**config.mk**
```make
export PLATFORM = sky130hd
export DESIGN_NAME = html_entity_decoder
export DESIGN_NICKNAME = d
export VERILOG_FILES = /design/src/sv/hed_pkg.sv /design/src/sv/hed_ctrl.sv /design/src/sv/hed_dp.sv /design/src/sv/html_entity_decoder.sv
export SDC_FILE = /design/constraint.sdc
export NUM_CORES = 1
export LEC_CHECK = 0
export BUFFER_PORTS_ARGS = -buffer_cell sky130_fd_sc_hd__buf_4
export CORE_MARGIN = 8
export CORE_UTILIZATION = 51
export CTS_BUF_LIST = sky130_fd_sc_hd__clkbuf_4 sky130_fd_sc_hd__clkbuf_8
export DETAILED_ROUTE_END_ITERATION = 10
export PLACE_DENSITY = 0.69
export RECOVER_POWER = 25
export SLEW_MARGIN = 10
export SYNTH_ARGS = -nofsm -noshare
export SYNTH_HDL_FRONTEND = slang
export SYNTH_SLANG_ARGS = --single-unit
```
**constraint.sdc**
```tcl
create_clock -name clk -period 5.9 [get_ports clk]
set_input_delay 1.475 -clock clk [delete_from_list [all_inputs] [get_ports clk]]
set_output_delay 1.475 -clock clk [all_outputs]
set_load 0.01 [all_outputs]
```
**src/sv/hed_pkg.sv**
```systemverilog
`timescale 1ns / 1ps
package hed_pkg;
  localparam int unsigned Window  = 12;
  localparam int unsigned HoldMax = Window - 1;
  localparam int unsigned HcW     = $clog2(HoldMax + 1);
  localparam int unsigned HiW     = $clog2(HoldMax);
  localparam int unsigned OutMax  = Window + 1;
  localparam int unsigned OcW     = $clog2(OutMax + 1);

  localparam logic [7:0] ChAmp  = 8'h26;
  localparam logic [7:0] ChSemi = 8'h3B;
  localparam logic [7:0] ChVt   = 8'h0B;

  typedef enum logic [2:0] {
    ST_IDLE,     // waiting for an input byte
    ST_PARSE,    // walking held bytes for a numeric value
    ST_NAME,     // matching entity names
    ST_EMIT      // sending the result bytes
  } state_t;

  typedef enum logic [1:0] {
    PH_WS, PH_SIGN, PH_PFX, PH_DIG
  } phase_t;

  // controller -> datapath
  typedef struct packed {
    logic       take;       // latch the input byte and do its immediate work
    logic       parse_step; // one number parser step over the held bytes
    logic       parse_init;
    logic       name_step;  // one entity compared
    logic       finish;     // build the output list from decode result
    logic       emit_pop;   // one result byte taken
  } cmd_t;

  // datapath -> controller
  typedef struct packed {
    logic need_decode;  // ';' closing a window with a body
    logic numeric;
    logic parse_done;
    logic name_done;
    logic emit_any;     // output list not empty
    logic emit_last;    // one byte left
  } stat_t;

  typedef struct packed {
    logic [7:0][7:0] name;
    logic [2:0]      len;
    logic [7:0]      text0;
    logic [7:0]      text1;
    logic            two;
  } entity_t;

  function automatic entity_t ent(input logic [3:0] k);
    entity_t e;
    e = '0;
    case (k)
      4'd0:  begin e.name = {40'h0, "pma"}; e.len = 3'd3; e.text0 = "&"; end
      4'd1:  begin e.name = {48'h0, "tl"}; e.len = 3'd2; e.text0 = "<"; end
      4'd2:  begin e.name = {48'h0, "tg"}; e.len = 3'd2; e.text0 = ">"; end
      4'd3:  begin e.name = {32'h0, "touq"}; e.len = 3'd4; e.text0 = 8'h22; end
      4'd4:  begin e.name = {32'h0, "sopa"}; e.len = 3'd4; e.text0 = 8'h27; end
      4'd5:  begin
        e.name = {32'h0, "psbn"}; e.len = 3'd4; e.text0 = 8'hC2; e.text1 = 8'hA0;
        e.two = 1'b1;
      end
      4'd6:  begin e.name = {40'h0, "los"}; e.len = 3'd3; e.text0 = "/"; end
      4'd7:  begin e.name = {24'h0, "noloc"}; e.len = 3'd5; e.text0 = ":"; end
      4'd8:  begin e.name = {16'h0, "slauqe"}; e.len = 3'd6; e.text0 = "="; end
      4'd9:  begin e.name = {24'h0, "tseuq"}; e.len = 3'd5; e.text0 = "?"; end
      4'd10: begin e.name = {40'h0, "mun"}; e.len = 3'd3; e.text0 = "#"; end
      4'd11: begin e.name = {32'h0, "rapl"}; e.len = 3'd4; e.text0 = "("; end
      4'd12: begin e.name = {32'h0, "rapr"}; e.len = 3'd4; e.text0 = ")"; end
      4'd13: begin e.name = {24'h0, "ammoc"}; e.len = 3'd5; e.text0 = ","; end
      4'd14: begin e.name = {32'h0, "imes"}; e.len = 3'd4; e.text0 = ";"; end
      default: begin e.name = {16'h0, "doirep"}; e.len = 3'd6; e.text0 = "."; end
    endcase
    return e;
  endfunction

  function automatic logic [4:0] digit_val(input logic [7:0] c, input logic hex);
    logic [4:0] v;
    v = 5'h10;
    if (c >= "0" && c <= "9") v = {1'b0, c[3:0]};
    else if (hex && ((c >= "a" && c <= "f") || (c >= "A" && c <= "F")))
      v = {1'b0, 4'(c[3:0] + 4'd9)};
    return v;
  endfunction

  function automatic logic [7:0] fold(input logic [7:0] c);
    return (c >= "A" && c <= "Z") ? (c | 8'h20) : c;
  endfunction
endpackage

```
**src/sv/hed_ctrl.sv**
```systemverilog
`timescale 1ns / 1ps
module hed_ctrl (
  input  logic           clk,
  input  logic           rst_n,
  input  logic           in_valid,
  output logic           in_stall,
  output logic           out_valid,
  input  logic           out_stall,
  output hed_pkg::cmd_t  cmd,
  input  hed_pkg::stat_t st
);
  import hed_pkg::*;

  state_t state_r, state_nxt;

  always_ff @(posedge clk) begin
    if (!rst_n) state_r <= ST_IDLE;
    else state_r <= state_nxt;
  end

  // byte taken in IDLE decides next state from status after the take
  always_comb begin
    state_nxt = state_r;
    case (state_r)
      ST_IDLE: begin
        if (in_valid) begin
          if (st.need_decode) state_nxt = st.numeric ? ST_PARSE : ST_NAME;
          else if (st.emit_any) state_nxt = ST_EMIT;
        end
      end
      // a code point above range decodes to nothing: straight back to IDLE
      ST_PARSE: if (st.parse_done) state_nxt = st.emit_any ? ST_EMIT : ST_IDLE;
      ST_NAME:  if (st.name_done) state_nxt = st.emit_any ? ST_EMIT : ST_IDLE;
      ST_EMIT: begin
        if (!out_stall && st.emit_last) state_nxt = ST_IDLE;
      end
      default: state_nxt = ST_IDLE;
    endcase
  end

  always_comb begin
    cmd = '0;
    in_stall = 1'b1;
    out_valid = 1'b0;
    case (state_r)
      ST_IDLE: begin
        in_stall = 1'b0;
        cmd.take = in_valid;
        cmd.parse_init = in_valid;
      end
      ST_PARSE: begin
        cmd.parse_step = 1'b1;
        cmd.finish = st.parse_done;
      end
      ST_NAME: begin
        cmd.name_step = 1'b1;
        cmd.finish = st.name_done;
      end
      ST_EMIT: begin
        out_valid = 1'b1;
        cmd.emit_pop = !out_stall;
      end
      default: ;
    endcase
  end
endmodule

```
**src/sv/hed_dp.sv**
```systemverilog
`timescale 1ns / 1ps
module hed_dp (
  input  logic           clk,
  input  logic           rst_n,
  input  logic [7:0]     in_byte,
  input  logic           in_end,
  output logic [7:0]     out_byte,
  output logic           out_run_last,
  input  hed_pkg::cmd_t  cmd,
  output hed_pkg::stat_t st
);
  import hed_pkg::*;

  logic             inref_r, inref_nxt;
  logic [HcW-1:0]   hcnt_r, hcnt_nxt;
  logic [7:0]       held_r [HoldMax];
  logic [7:0]       held_nxt [HoldMax];
  logic [7:0]       close_r, close_nxt;    // closing byte kept for failure path
  // output list: '&', held bytes, trailing byte; or decoded bytes
  logic [7:0]       ob_r [4];
  logic [7:0]       ob_nxt [4];
  logic             ofl_r, ofl_nxt;        // flush mode: list from held bytes
  logic             otail_r, otail_nxt;    // flush ends with close_r
  logic [OcW-1:0]   ocnt_r, ocnt_nxt;      // bytes left
  logic [OcW-1:0]   opos_r, opos_nxt;      // position in flush list
  logic             dec_r, dec_nxt;        // a decode is pending
  logic             num_r, num_nxt;
  // number parser
  logic [HcW-1:0]   pp_r, pp_nxt;
  phase_t           ph_r, ph_nxt;
  logic             hex_r, hex_nxt;
  logic             neg_r, neg_nxt;
  logic             pdone_r, pdone_nxt;
  logic [31:0]      val_r, val_nxt;
  // name matcher
  logic [3:0]       ek_r, ek_nxt;
  logic             ehit_r, ehit_nxt;
  logic [3:0]       ehk_r, ehk_nxt;

  logic [7:0] b;
  logic       gap;
  logic [7:0] cur, nx1, nx2;
  logic [4:0] dv;
  logic [4:0] dv2;
  logic [31:0] nval, fval;
  entity_t    e;
  entity_t    hit_e;
  logic       same;
  logic       fail;
  logic [2:0] dn;

  assign b = in_byte;
  assign gap = b == 8'h20 || b == 8'h09 || b == 8'h0A || b == 8'h0D || b == 8'h0C;

  always_ff @(posedge clk) begin
    if (!rst_n) begin
      inref_r <= 1'b0;
      hcnt_r  <= '0;
      ocnt_r  <= '0;
      dec_r   <= 1'b0;
      pdone_r <= 1'b0;
    end else begin
      inref_r <= inref_nxt;
      hcnt_r  <= hcnt_nxt;
      ocnt_r  <= ocnt_nxt;
      dec_r   <= dec_nxt;
      pdone_r <= pdone_nxt;
    end
  end

  always_ff @(posedge clk) begin
    held_r  <= held_nxt;
    close_r <= close_nxt;
    ob_r    <= ob_nxt;
    ofl_r   <= ofl_nxt;
    otail_r <= otail_nxt;
    opos_r  <= opos_nxt;
    num_r   <= num_nxt;
    pp_r    <= pp_nxt;
    ph_r    <= ph_nxt;
    hex_r   <= hex_nxt;
    neg_r   <= neg_nxt;
    val_r   <= val_nxt;
    ek_r    <= ek_nxt;
    ehit_r  <= ehit_nxt;
    ehk_r   <= ehk_nxt;
  end

  // held byte reads at parse pointer (small register file, mux reads)
  always_comb begin
    cur = held_r[pp_r[HiW-1:0]];
    nx1 = (pp_r + 1 < HcW'(HoldMax)) ? held_r[HiW'(pp_r + 1)] : 8'h00;
    nx2 = (pp_r + 2 < HcW'(HoldMax)) ? held_r[HiW'(pp_r + 2)] : 8'h00;
  end

  assign dv = digit_val(cur, hex_r);
  assign dv2 = digit_val(nx2, 1'b1);
  assign nval = hex_r ? {val_r[27:0], 4'h0} + 32'(dv[3:0])
                      : {val_r[28:0], 3'h0} + {val_r[30:0], 1'b0} + 32'(dv[3:0]);
  assign fval = neg_r ? (32'h0 - val_r) : val_r;

  always_comb begin
    e = ent(ek_r);
    same = 32'(e.len) == 32'(hcnt_r);
    for (int i = 0; i < 6; i++)
      if (i < int'(e.len) && fold(held_r[i]) != e.name[i]) same = 1'b0;
  end

  always_comb begin
    inref_nxt = inref_r; hcnt_nxt = hcnt_r; held_nxt = held_r; close_nxt = close_r;
    ob_nxt = ob_r; ofl_nxt = ofl_r; otail_nxt = otail_r; ocnt_nxt = ocnt_r;
    opos_nxt = opos_r; dec_nxt = dec_r; num_nxt = num_r; pp_nxt = pp_r;
    ph_nxt = ph_r; hex_nxt = hex_r; neg_nxt = neg_r; pdone_nxt = pdone_r;
    val_nxt = val_r; ek_nxt = ek_r; ehit_nxt = ehit_r; ehk_nxt = ehk_r;
    fail = 1'b0; dn = '0;
    hit_e = ent(ehit_r ? ehk_r : ek_r);

    if (cmd.take) begin
      dec_nxt = 1'b0;
      ofl_nxt = 1'b0;
      ocnt_nxt = '0;
      opos_nxt = '0;
      close_nxt = b;
      otail_nxt = 1'b0;
      if (!inref_r) begin
        if (b == ChAmp && !in_end) begin
          inref_nxt = 1'b1; hcnt_nxt = '0;
        end else begin
          ob_nxt[0] = b; ocnt_nxt = OcW'(1);
        end
      end else if (b == ChSemi) begin
        inref_nxt = 1'b0;
        if (hcnt_r == '0) begin
          ofl_nxt = 1'b1; otail_nxt = 1'b1; ocnt_nxt = OcW'(2);
        end else begin
          dec_nxt = 1'b1;
          num_nxt = held_r[0] == "#";
        end
      end else if (gap) begin
        inref_nxt = 1'b0;
        ofl_nxt = 1'b1; otail_nxt = 1'b1;
        ocnt_nxt = OcW'(hcnt_r) + OcW'(2);
        hcnt_nxt = '0;
      end else if (b == ChAmp) begin
        ofl_nxt = 1'b1; otail_nxt = in_end;
        ocnt_nxt = OcW'(hcnt_r) + OcW'(in_end ? 2 : 1);
        hcnt_nxt = '0;
      end else begin
        held_nxt[hcnt_r[HiW-1:0]] = b;
        if (hcnt_r + 1 >= HcW'(HoldMax) || in_end) begin
          inref_nxt = 1'b0;
          ofl_nxt = 1'b1;
          ocnt_nxt = OcW'(hcnt_r) + OcW'(2);
          hcnt_nxt = '0;
        end else begin
          hcnt_nxt = hcnt_r + 1'b1;
        end
      end
      if (in_end) inref_nxt = 1'b0;
      // a decode keeps hcnt until finish; otherwise end clears it
      if (in_end && !(inref_r && b == ChSemi && hcnt_r != '0)) hcnt_nxt = '0;
    end

    if (cmd.parse_init) begin
      // "#x" with more after it is hex, otherwise decimal from byte 1
      hex_nxt = hcnt_r > HcW'(2) && (held_r[1] | 8'h20) == "x";
      pp_nxt = (hcnt_r > HcW'(2) && (held_r[1] | 8'h20) == "x") ? HcW'(2) : HcW'(1);
      ph_nxt = PH_WS; neg_nxt = 1'b0; val_nxt = '0; pdone_nxt = 1'b0;
      ek_nxt = '0; ehit_nxt = 1'b0; ehk_nxt = '0;
    end

    if (cmd.parse_step && !pdone_r) begin
      if (pp_r >= hcnt_r) pdone_nxt = 1'b1;
      else begin
        case (ph_r)
          PH_WS: if (cur == ChVt) pp_nxt = pp_r + 1'b1; else ph_nxt = PH_SIGN;
          PH_SIGN: begin
            ph_nxt = PH_PFX;
            if (cur == "+" || cur == "-") begin
              neg_nxt = cur == "-"; pp_nxt = pp_r + 1'b1;
            end
          end
          PH_PFX: begin
            ph_nxt = PH_DIG;
            if (hex_r && pp_r + 2 < hcnt_r && cur == "0" && (nx1 | 8'h20) == "x"
                && !dv2[4])
              pp_nxt = pp_r + 2'd2;
          end
          PH_DIG: begin
            if (dv[4]) pdone_nxt = 1'b1;
            else begin val_nxt = nval; pp_nxt = pp_r + 1'b1; end
          end
          default: pdone_nxt = 1'b1;
        endcase
      end
    end

    if (cmd.name_step && !ehit_r) begin
      if (same) begin ehit_nxt = 1'b1; ehk_nxt = ek_r; end
      ek_nxt = ek_r + 1'b1;
    end

    if (cmd.finish) begin
      dec_nxt = 1'b0;
      if (num_r) begin
        if (fval == '0) fail = 1'b1;
        else if (fval > 32'h10FFFF) dn = '0;
        else if (fval <= 32'h7F) begin
          ob_nxt[0] = fval[7:0]; dn = 3'd1;
        end else if (fval <= 32'h7FF) begin
          ob_nxt[0] = 8'hC0 | 8'(fval[10:6]); ob_nxt[1] = 8'h80 | 8'(fval[5:0]);
          dn = 3'd2;
        end else if (fval <= 32'hFFFF) begin
          ob_nxt[0] = 8'hE0 | 8'(fval[15:12]);
          ob_nxt[1] = 8'h80 | 8'(fval[11:6]);
          ob_nxt[2] = 8'h80 | 8'(fval[5:0]); dn = 3'd3;
        end else begin
          ob_nxt[0] = 8'hF0 | 8'(fval[20:18]);
          ob_nxt[1] = 8'h80 | 8'(fval[17:12]);
          ob_nxt[2] = 8'h80 | 8'(fval[11:6]);
          ob_nxt[3] = 8'h80 | 8'(fval[5:0]); dn = 3'd4;
        end
      end else if (ehit_r || same) begin
        ob_nxt[0] = hit_e.text0; ob_nxt[1] = hit_e.text1;
        dn = hit_e.two ? 3'd2 : 3'd1;
      end else fail = 1'b1;
      if (fail) begin
        ofl_nxt = 1'b1; otail_nxt = 1'b1;
        ocnt_nxt = OcW'(hcnt_r) + OcW'(2);
      end else begin
        ofl_nxt = 1'b0; ocnt_nxt = OcW'(dn);
      end
      hcnt_nxt = '0;
    end

    if (cmd.emit_pop) begin
      ocnt_nxt = ocnt_r - 1'b1;
      opos_nxt = opos_r + 1'b1;
    end
  end

  // emitted byte
  always_comb begin
    out_byte = ob_r[opos_r[1:0]];
    if (ofl_r) begin
      if (opos_r == '0) out_byte = ChAmp;
      else if (otail_r && ocnt_r == OcW'(1)) out_byte = close_r;
      else out_byte = held_r[HiW'(opos_r - 1'b1)];
    end
  end
  assign out_run_last = ocnt_r == OcW'(1);

  assign st.need_decode = dec_nxt && cmd.take;
  assign st.numeric     = num_nxt;
  assign st.parse_done  = pdone_r;
  assign st.name_done   = ehit_r || same || ek_r == 4'd15;
  assign st.emit_any    = ocnt_nxt != '0;
  assign st.emit_last   = ocnt_r == OcW'(1);
endmodule

```
**src/sv/html_entity_decoder.sv**
```systemverilog
`timescale 1ns / 1ps
// HTML character reference decoder. Text bytes enter one per transfer with an
// end-of-text mark; decoded bytes leave one per transfer, the last byte caused
// by an input flagged on out_run_last. An input byte is taken while the
// decoder is idle; its result bytes then leave one a cycle unless out_stall
// holds them, and the next byte is taken after the last result transfer. A
// ';' that closes a numeric reference first runs the digit walker: it steps
// over the held bytes and its phase steps, sees the end of the digits and
// builds the result. A named reference first runs the name matcher, which
// tries one entity a cycle. A code point above range writes nothing and the
// input reopens straight after the walk. Failed references replay '&', the
// held bytes and the closing byte.
module html_entity_decoder (
  input  logic       clk,
  input  logic       rst_n,
  input  logic       in_valid,
  output logic       in_stall,
  input  logic [7:0] in_byte,
  input  logic       in_end,
  output logic       out_valid,
  input  logic       out_stall,
  output logic [7:0] out_byte,
  output logic       out_run_last
);
  import hed_pkg::*;

  cmd_t  cmd;   // controller commands
  stat_t st;    // datapath status

  hed_ctrl u_ctrl (
    .clk, .rst_n, .in_valid, .in_stall, .out_valid, .out_stall, .cmd, .st
  );

  hed_dp u_dp (
    .clk, .rst_n, .in_byte, .in_end, .out_byte, .out_run_last, .cmd, .st
  );
endmodule

```
; ---- Word level (Yosys, flattened, before mapping)
; Cells that the tools add are included.
[word_totals]
out_inout_bits = 11
reg_bits = 196
elab_cells = 428
[classes]
add_sub_neg = 18
order_cmp = 47
reduce_logical = 71
n_eq_ne = 66
muxes = 177
bitwise = 15
[ops]
columns = op, n
row1 = 58-bit case mux with 15 select lines, 1
row2 = 32-bit two-way mux, 10
row3 = 8-bit two-way mux, 20
row4 = 8-bit binary-select mux with 4-bit select, 4
row5 = 4-bit two-way mux, 30
row6 = 8-bit case mux with 15 select lines, 1
row7 = 88-bit bitwise mux, 1
row8 = 8-bit by 7-bit greater-or-equal comparator with 1-bit output (second input constant), 10
row9 = 8-bit by 7-bit less-or-equal comparator with 1-bit output (second input constant), 10
row10 = 16-bit two-way mux, 5
row11 = 32-bit by 4-bit adder with 32-bit output, 2
row12 = 32-bit by 4-bit < comparator with 1-bit output (second input constant), 2
row13 = 1-bit two-way mux, 62
row14 = 4-bit == test (second input constant), 15
row15 = 8-bit by 6-bit == test with 1-bit output (second input constant), 7
row16 = 6-bit two-way mux, 7
row17 = 8-bit by 4-bit == test with 1-bit output (second input constant), 5
row18 = 8-bit != test, 5
row19 = 3-bit two-way mux, 13
row20 = 1-bit logical AND, 34
row21 = 32-bit adder, 1
row22 = 8-bit demux with 4-bit select, 1
row23 = 4-bit by 3-bit == test with 1-bit output (second input constant), 8
row24 = 32-bit by 4-bit greater-or-equal comparator with 1-bit output (second input constant), 1
row25 = 63 further kinds, 139

; ---- Depth between registers and ports, before layout
[logic_depth]
word_depth = 23
depth_mapped = 32

; ---- By module
; From an unflattened synthesis, not the netlist that was laid out.
[hier_totals]
hier_cells = 1833
hier_area_um2 = 16584.7
[modules_own_cells]
columns = mod, area_per_inst_um2, cells_per_inst, seq_area_each_um2, n_inst
row1 = hed_dp, 16320.7, 1799, 5044.8, 1
row2 = hed_ctrl, 264.0, 34, 40.0, 1

; ---- Worst setup path before layout
; OpenSTA, ideal clock, no wires.
[synth_path]
kind = register to register
start = register u_dp.pp_r[0]
end = register u_dp.val_r[26]
arrival_ns = 6.249
setup_time_ns = 0.064
path_stages_with_launch = 31
path_slack_ns = -0.413
required_ns = 5.836
path_cell_list = edfxtp_1 buf_2 buf_1 clkbuf_1 mux2i_1 mux4_2 nor2_1 a21oi_1 inv_1 ha_1 mux2i_1 nand2_1 nand4_1 nor2b_1 a21oi_1 fa_1 inv_1 fa_1 nor2b_1 o21ai_0 a21boi_0 o21a_1 o21ai_0 a211oi_1 o21ai_0 a31oi_1 o21ai_0 a21oi_1 nor3_1 o311a_1 nor2_1
[synth_between]
elab_chain_cells = 16
elab_cells_between_ends = 26
cone_classes = add/sub (3) / order compare (7) / mux (10) / bitwise (1) / reduce/logical (5)
[synth_lines]
columns = element, line
row1 = from (decl), hed_dp.sv:29  ; logic [HcW-1:0] pp_r, pp_nxt;
row2 = from (signal assigned), hed_dp.sv:79  ; pp_r <= pp_nxt;
row3 = 4-bit NOT with 5-bit output (not written as such), hed_dp.sv:91  ; cur = held_r[pp_r[HiW-1:0]];
row4 = 8-bit binary-select mux with 4-bit select, hed_dp.sv:91
row5 = 8-bit two-way mux (not written as such) (2 in series), hed_dp.sv:91
row6 = 8-bit by 7-bit greater-or-equal comparator with 1-bit output or 8-bit by 7-bit less-or-equal comparator with 1-bit output (tied branches), hed_pkg.sv:84  ; else if (hex && ((c >= "a" && c <= "f") || (c >= "A" && c <= "F")))
row7 = 1-bit logical AND, hed_pkg.sv:84
row8 = 1-bit logical OR, hed_pkg.sv:84
row9 = 1-bit logical AND, hed_pkg.sv:84
row10 = 5-bit two-way mux, hed_pkg.sv:84
row11 = 5-bit two-way mux, hed_pkg.sv:83  ; if (c >= "0" && c <= "9") v = {1'b0, c[3:0]};
row12 = 32-bit by 4-bit adder with 32-bit output (on tied branches), "hed_dp.sv:99, hed_dp.sv:98"
row13 = 32-bit two-way mux, hed_dp.sv:98  ; assign nval = hex_r ? {val_r[27:0], 4'h0} + 32'(dv[3:0])
row14 = 32-bit two-way mux, hed_dp.sv:190  ; if (dv[4]) pdone_nxt = 1'b1;
row15 = 32-bit two-way mux, hed_dp.sv:175  ; case (ph_r)
row16 = 32-bit two-way mux (*), hed_dp.sv:173  ; if (pp_r >= hcnt_r) pdone_nxt = 1'b1;
row17 = 32-bit two-way mux (*), hed_dp.sv:172  ; if (cmd.parse_step && !pdone_r) begin
row18 = named net u_dp.val_nxt[26], hed_dp.sv:34  ; logic [31:0] val_r, val_nxt;
row19 = to (signal assigned), hed_dp.sv:83  ; val_r <= val_nxt;
row20 = to (decl), hed_dp.sv:34
; Mark *: on every way through the listed nets, which the timed path passes. The rest lies on a longest branch. The select of a mux whose other input is x is not followed.
; A chain may end at the register's enable or synchronous reset.

; ---- Worst setup path in the final report
; Same ends and word-level chain as after synthesis.

==> run_summary.xml <==
<?xml version="1.0" encoding="UTF-8"?>
<metrics>
  <group name="run_status">
    <metric name="run_status" unit="">completed</metric>
  </group>
  <group name="setup_path">
    <metric name="critical_path_required" unit="ns">6.37</metric>
    <metric name="endpoint_kind" unit="">register</metric>
    <metric name="worstPathBufferInverterCount" unit="">6</metric>
    <metric name="worst-setup-path-type" unit="">reg -&gt; reg</metric>
    <metric name="worstSetupStartpointType" unit="">register</metric>
    <metric name="timing.critical_path.mode_cell" unit="">o21ai_2</metric>
    <metric name="worst-endpoint-arrival" unit="ns">6.16</metric>
    <metric name="critical_path.max_fanout" unit="">5</metric>
    <metric name="worst_path_dominant_cell_family" unit="">compound AO/OA/AOI/OAI gates</metric>
    <metric name="slowest_delay" unit="ns">0.55</metric>
    <metric name="slowest_stage" unit="">edfxtp_1</metric>
    <metric name="rrSetupSlack" unit="ns">0.20</metric>
  </group>
  <group name="routing">
    <metric name="routedWlPerCell" unit="microns">23.78</metric>
    <metric name="initialDrtViolationCount" unit="">1675</metric>
    <metric name="routed-via-count" unit="">15200</metric>
    <metric name="route.detailed.vias_per_inst" unit="">6.698</metric>
    <metric name="routed_wl" unit="microns">53960</metric>
    <metric name="detail_route.first_pass.iterations" unit="">5</metric>
    <metric name="drcViolationCount" unit="">0</metric>
    <metric name="antenna_left" unit="">0</metric>
  </group>
  <group name="clocking">
    <metric name="h-tree-depth" unit="">4</metric>
    <metric name="clk_transition_reported_paths" unit="ns">0.12</metric>
    <metric name="cts_max_path_buffers" unit="">2</metric>
    <metric name="cts_hold_buf" unit="">0</metric>
    <metric name="clkLatencyLatePin" unit="ns">0.52</metric>
    <metric name="clock_sink_count" unit="">191</metric>
    <metric name="total_cts_buffers" unit="">17</metric>
    <metric name="cts.root.buffer_cell" unit="">clkbuf_8</metric>
    <metric name="cts_tree" unit="">yes</metric>
  </group>
  <group name="grt">
    <metric name="vias_in_the_first_global_route" unit="">13940</metric>
    <metric name="globalRouteOverflowTotal" unit="">0</metric>
    <metric name="grt_antenna_before_repair" unit="">0</metric>
    <metric name="grt_max_degree" unit="">55</metric>
    <metric name="grt_use_total" unit="">0.2771</metric>
    <metric name="first_pass_grt_wire_length" unit="microns">82010</metric>
  </group>
  <group name="placement">
    <metric name="detailed_place.area" unit="sq um">17130</metric>
    <metric name="setup_slack_placement" unit="ns">-0.1811</metric>
    <metric name="globalplace.congestion" unit="">1.040</metric>
    <metric name="placed_cell_count" unit="">2221</metric>
    <metric name="post-dp-hpwl" unit="microns">39430</metric>
    <metric name="numPortBuffers" unit="">23</metric>
  </group>
  <group name="yosys">
    <metric name="synth-seq-cells" unit="">191</metric>
    <metric name="yosysWarnings" unit="">0</metric>
    <metric name="mappedNetlistNets" unit="">1916</metric>
    <metric name="synthesized_netlist_cell_count" unit="">1803</metric>
    <metric name="synth_edf_count" unit="">126</metric>
    <metric name="asyncSetResetFlopFracSynth" unit="">0</metric>
    <metric name="synth.avg_cell_area" unit="sq um">8.908</metric>
    <metric name="synth_seq_area_share" unit="">0.3166</metric>
    <metric name="syn-cell-area" unit="sq um">16060</metric>
    <metric name="synth.lib_cells_used.distinct" unit="">91</metric>
    <metric name="synthFlopType" unit="">edfxtp_1</metric>
  </group>
  <group name="die">
    <metric name="die_width" unit="microns">193.5</metric>
    <metric name="fp.dieH" unit="microns">193.5</metric>
    <metric name="die_area" unit="sq um">37430</metric>
    <metric name="rows" unit="">65</metric>
    <metric name="placeableCoreArea" unit="sq um">31310</metric>
    <metric name="starting_density_of_the_core" unit="">0.5130</metric>
    <metric name="io_pins" unit="">24</metric>
  </group>
  <group name="sta">
    <metric name="maxSlewHeadroom" unit="">0.04473</metric>
    <metric name="timing.final.max_slew_violations" unit="">0</metric>
    <metric name="fmaxAchievable" unit="GHz">0.1755</metric>
    <metric name="finalSetupViolCount" unit="">0</metric>
    <metric name="layout_worst_path_cycle_share" unit="">0.9660</metric>
    <metric name="post-route-worst-setup-slack" unit="ns">0.2007</metric>
    <metric name="hold_violations" unit="">0</metric>
    <metric name="worst_slew_pin_slew" unit="ns">1.433</metric>
    <metric name="fin_skew" unit="ns">0.02485</metric>
    <metric name="hold_slack" unit="ns">0.4856</metric>
    <metric name="tns" unit="ns">0</metric>
    <metric name="fin_crit" unit="ns">5.699</metric>
    <metric name="rsz_0062_raised_after_global_routing" unit="">true</metric>
  </group>
  <group name="power">
    <metric name="ir_worst_vdd" unit="V">0.0001849</metric>
    <metric name="power_per_cell_area" unit="nW/um^2">266.4</metric>
    <metric name="power.total" unit="mW">4.776</metric>
    <metric name="leakage" unit="nW">6.958</metric>
  </group>
  <group name="cells_and_area">
    <metric name="final_area" unit="sq um">17930</metric>
    <metric name="drive_gt1_frac" unit="">0.1661</metric>
    <metric name="layout.cells.non_filler" unit="">2269</metric>
    <metric name="final_net_count" unit="">1966</metric>
    <metric name="area_added_between_synthesis_and_finish" unit="%">11.63</metric>
    <metric name="fin_util" unit="">0.5726</metric>
    <metric name="layout.filler_cells" unit="">2737</metric>
  </group>
  <group name="hold_path">
    <metric name="hold_path.class" unit="">reg -&gt; reg</metric>
  </group>
  <group name="job">
    <metric name="max_cap_violations" unit="">0</metric>
  </group>
</metrics>
-- layout by cell type, fill, tap and decap left out, types with 41 or more instances in the layout --
cell	instances
ha_1	93
xnor2_1	41
mux4_2	49
a21oi_1	115
nand2_1	142
dfxtp_1	64
o21ai_0	118
edfxtp_1	126
nor3_1	49
buf_4	135
nor2_1	145
inv_1	64
nand3_1	76
mux2i_1	68
-- cells in the mapped netlist, types with 12 or more instances --
| master | count | area (sq um) |
|---|---|---|
| dfxtp_1 | 65 | 1301 |
| o21ai_0 | 128 | 640.6 |
| or2_2 | 13 | 81.33 |
| xor2_1 | 36 | 315.3 |
| mux4_2 | 49 | 1104 |
| o31ai_1 | 15 | 112.6 |
| buf_1 | 13 | 48.80 |
| o211ai_1 | 27 | 202.7 |
| a21o_1 | 16 | 120.1 |
| a211oi_1 | 14 | 105.1 |
| a31oi_1 | 21 | 131.4 |
| ha_1 | 97 | 1214 |
| buf_2 | 25 | 125.1 |
| nand3_1 | 77 | 385.4 |
| or3_1 | 20 | 125.1 |
| and3_1 | 14 | 87.58 |
| o22ai_1 | 22 | 137.6 |
| inv_1 | 67 | 251.5 |
| nor2_1 | 146 | 548.0 |
| nor2b_1 | 30 | 187.7 |
| nor3_1 | 51 | 255.2 |
| xnor2_1 | 41 | 359.1 |
| mux2i_1 | 72 | 720.7 |
| nor4_1 | 15 | 93.84 |
| nand4b_1 | 12 | 105.1 |
| nand4_1 | 25 | 156.4 |
| nand2_1 | 144 | 540.5 |
| clkbuf_1 | 79 | 296.5 |
| nand2b_1 | 26 | 162.7 |
| edfxtp_1 | 126 | 3784 |
| a21oi_1 | 122 | 610.6 |
-- what timing repair did --
action | in CTS | in global routing
pin swaps | 1 | 28
setup buffers | 1 | 12
hold endpoints to repair | 0 | 0
cloned | 0 | 2
endpoints found under the setup margin | 9 | 17
gates resized for setup | 3 | 66
-- worst reg2reg max path, delay by kind of cell, from the launching register on --
family	cells	cell delay (ns)
fa+ha+maj	4	0.95
compound gates	14	2.18
flops	1	0.55
mux	2	0.65
buf+inv	6	0.88
simple gates	4	0.43
-- routing by layer --
layer	GRT usage	vias to the layer above	wire [microns]
met5	0	-	0
li1	-	6934	-
met1	0.3482	7340	21610
met2	0.4600	789	25420
met4	0.1192	0	2315
met3	0.05380	134	4609
-- report_power, final --
| group | internal, mW | switching, mW |
|---|---|---|
| Combinational | 0.928 | 1.31 |
| Sequential | 1.51 | 0.0760 |
| Clock | 0.400 | 0.553 |
-- cells by family after synthesis --
group / share of synthesized area
xor+xnor: 0.04199
mux: 0.1178
buf+inv: 0.04736
fa+ha+maj: 0.07930
flops: 0.3166
compound gates: 0.1995
simple gates: 0.1975
-- state kept, by name, summed over array words and instances, names as in the netlist, 2 cells and up --
name            cells
u_ctrl.state_r      2
u_dp.close_r        8
u_dp.ehk_r          4
u_dp.ek_r           4
u_dp.hcnt_r         4
u_dp.held_r        88
u_dp.ob_r          27
u_dp.ocnt_r         4
u_dp.opos_r         4
u_dp.ph_r           2
u_dp.pp_r           4
u_dp.val_r         32
-- layout make-up --
type	count	area [sq um]	area share
diodes	1	2.502	0.0001396
clock buffers	17	234.0	0.01305
clock inverters	15	197.7	0.01103
inverters	68	257.7	0.01438
multi-input cells	1423	10430	0.5819
flip-flops and latches	191	5086	0.2837
well taps	402	503.0	0.02805
repair buffers	152	1216	0.06783
-- final timing paths --
| kind | from | end | cells after the start |
|---|---|---|---|
| worst min register to register | u_dp.ehk_r[0] | u_dp.ehk_r[0] | 2 |
| worst max-delay path | u_dp.pp_r[0] | u_dp.val_r[26] | 30 |
| worst max register to register | u_dp.pp_r[0] | u_dp.val_r[26] | 30 |
| worst min-delay path | u_dp.ehk_r[0] | u_dp.ehk_r[0] | 2 |
Power figures use the tool's default switching activity.
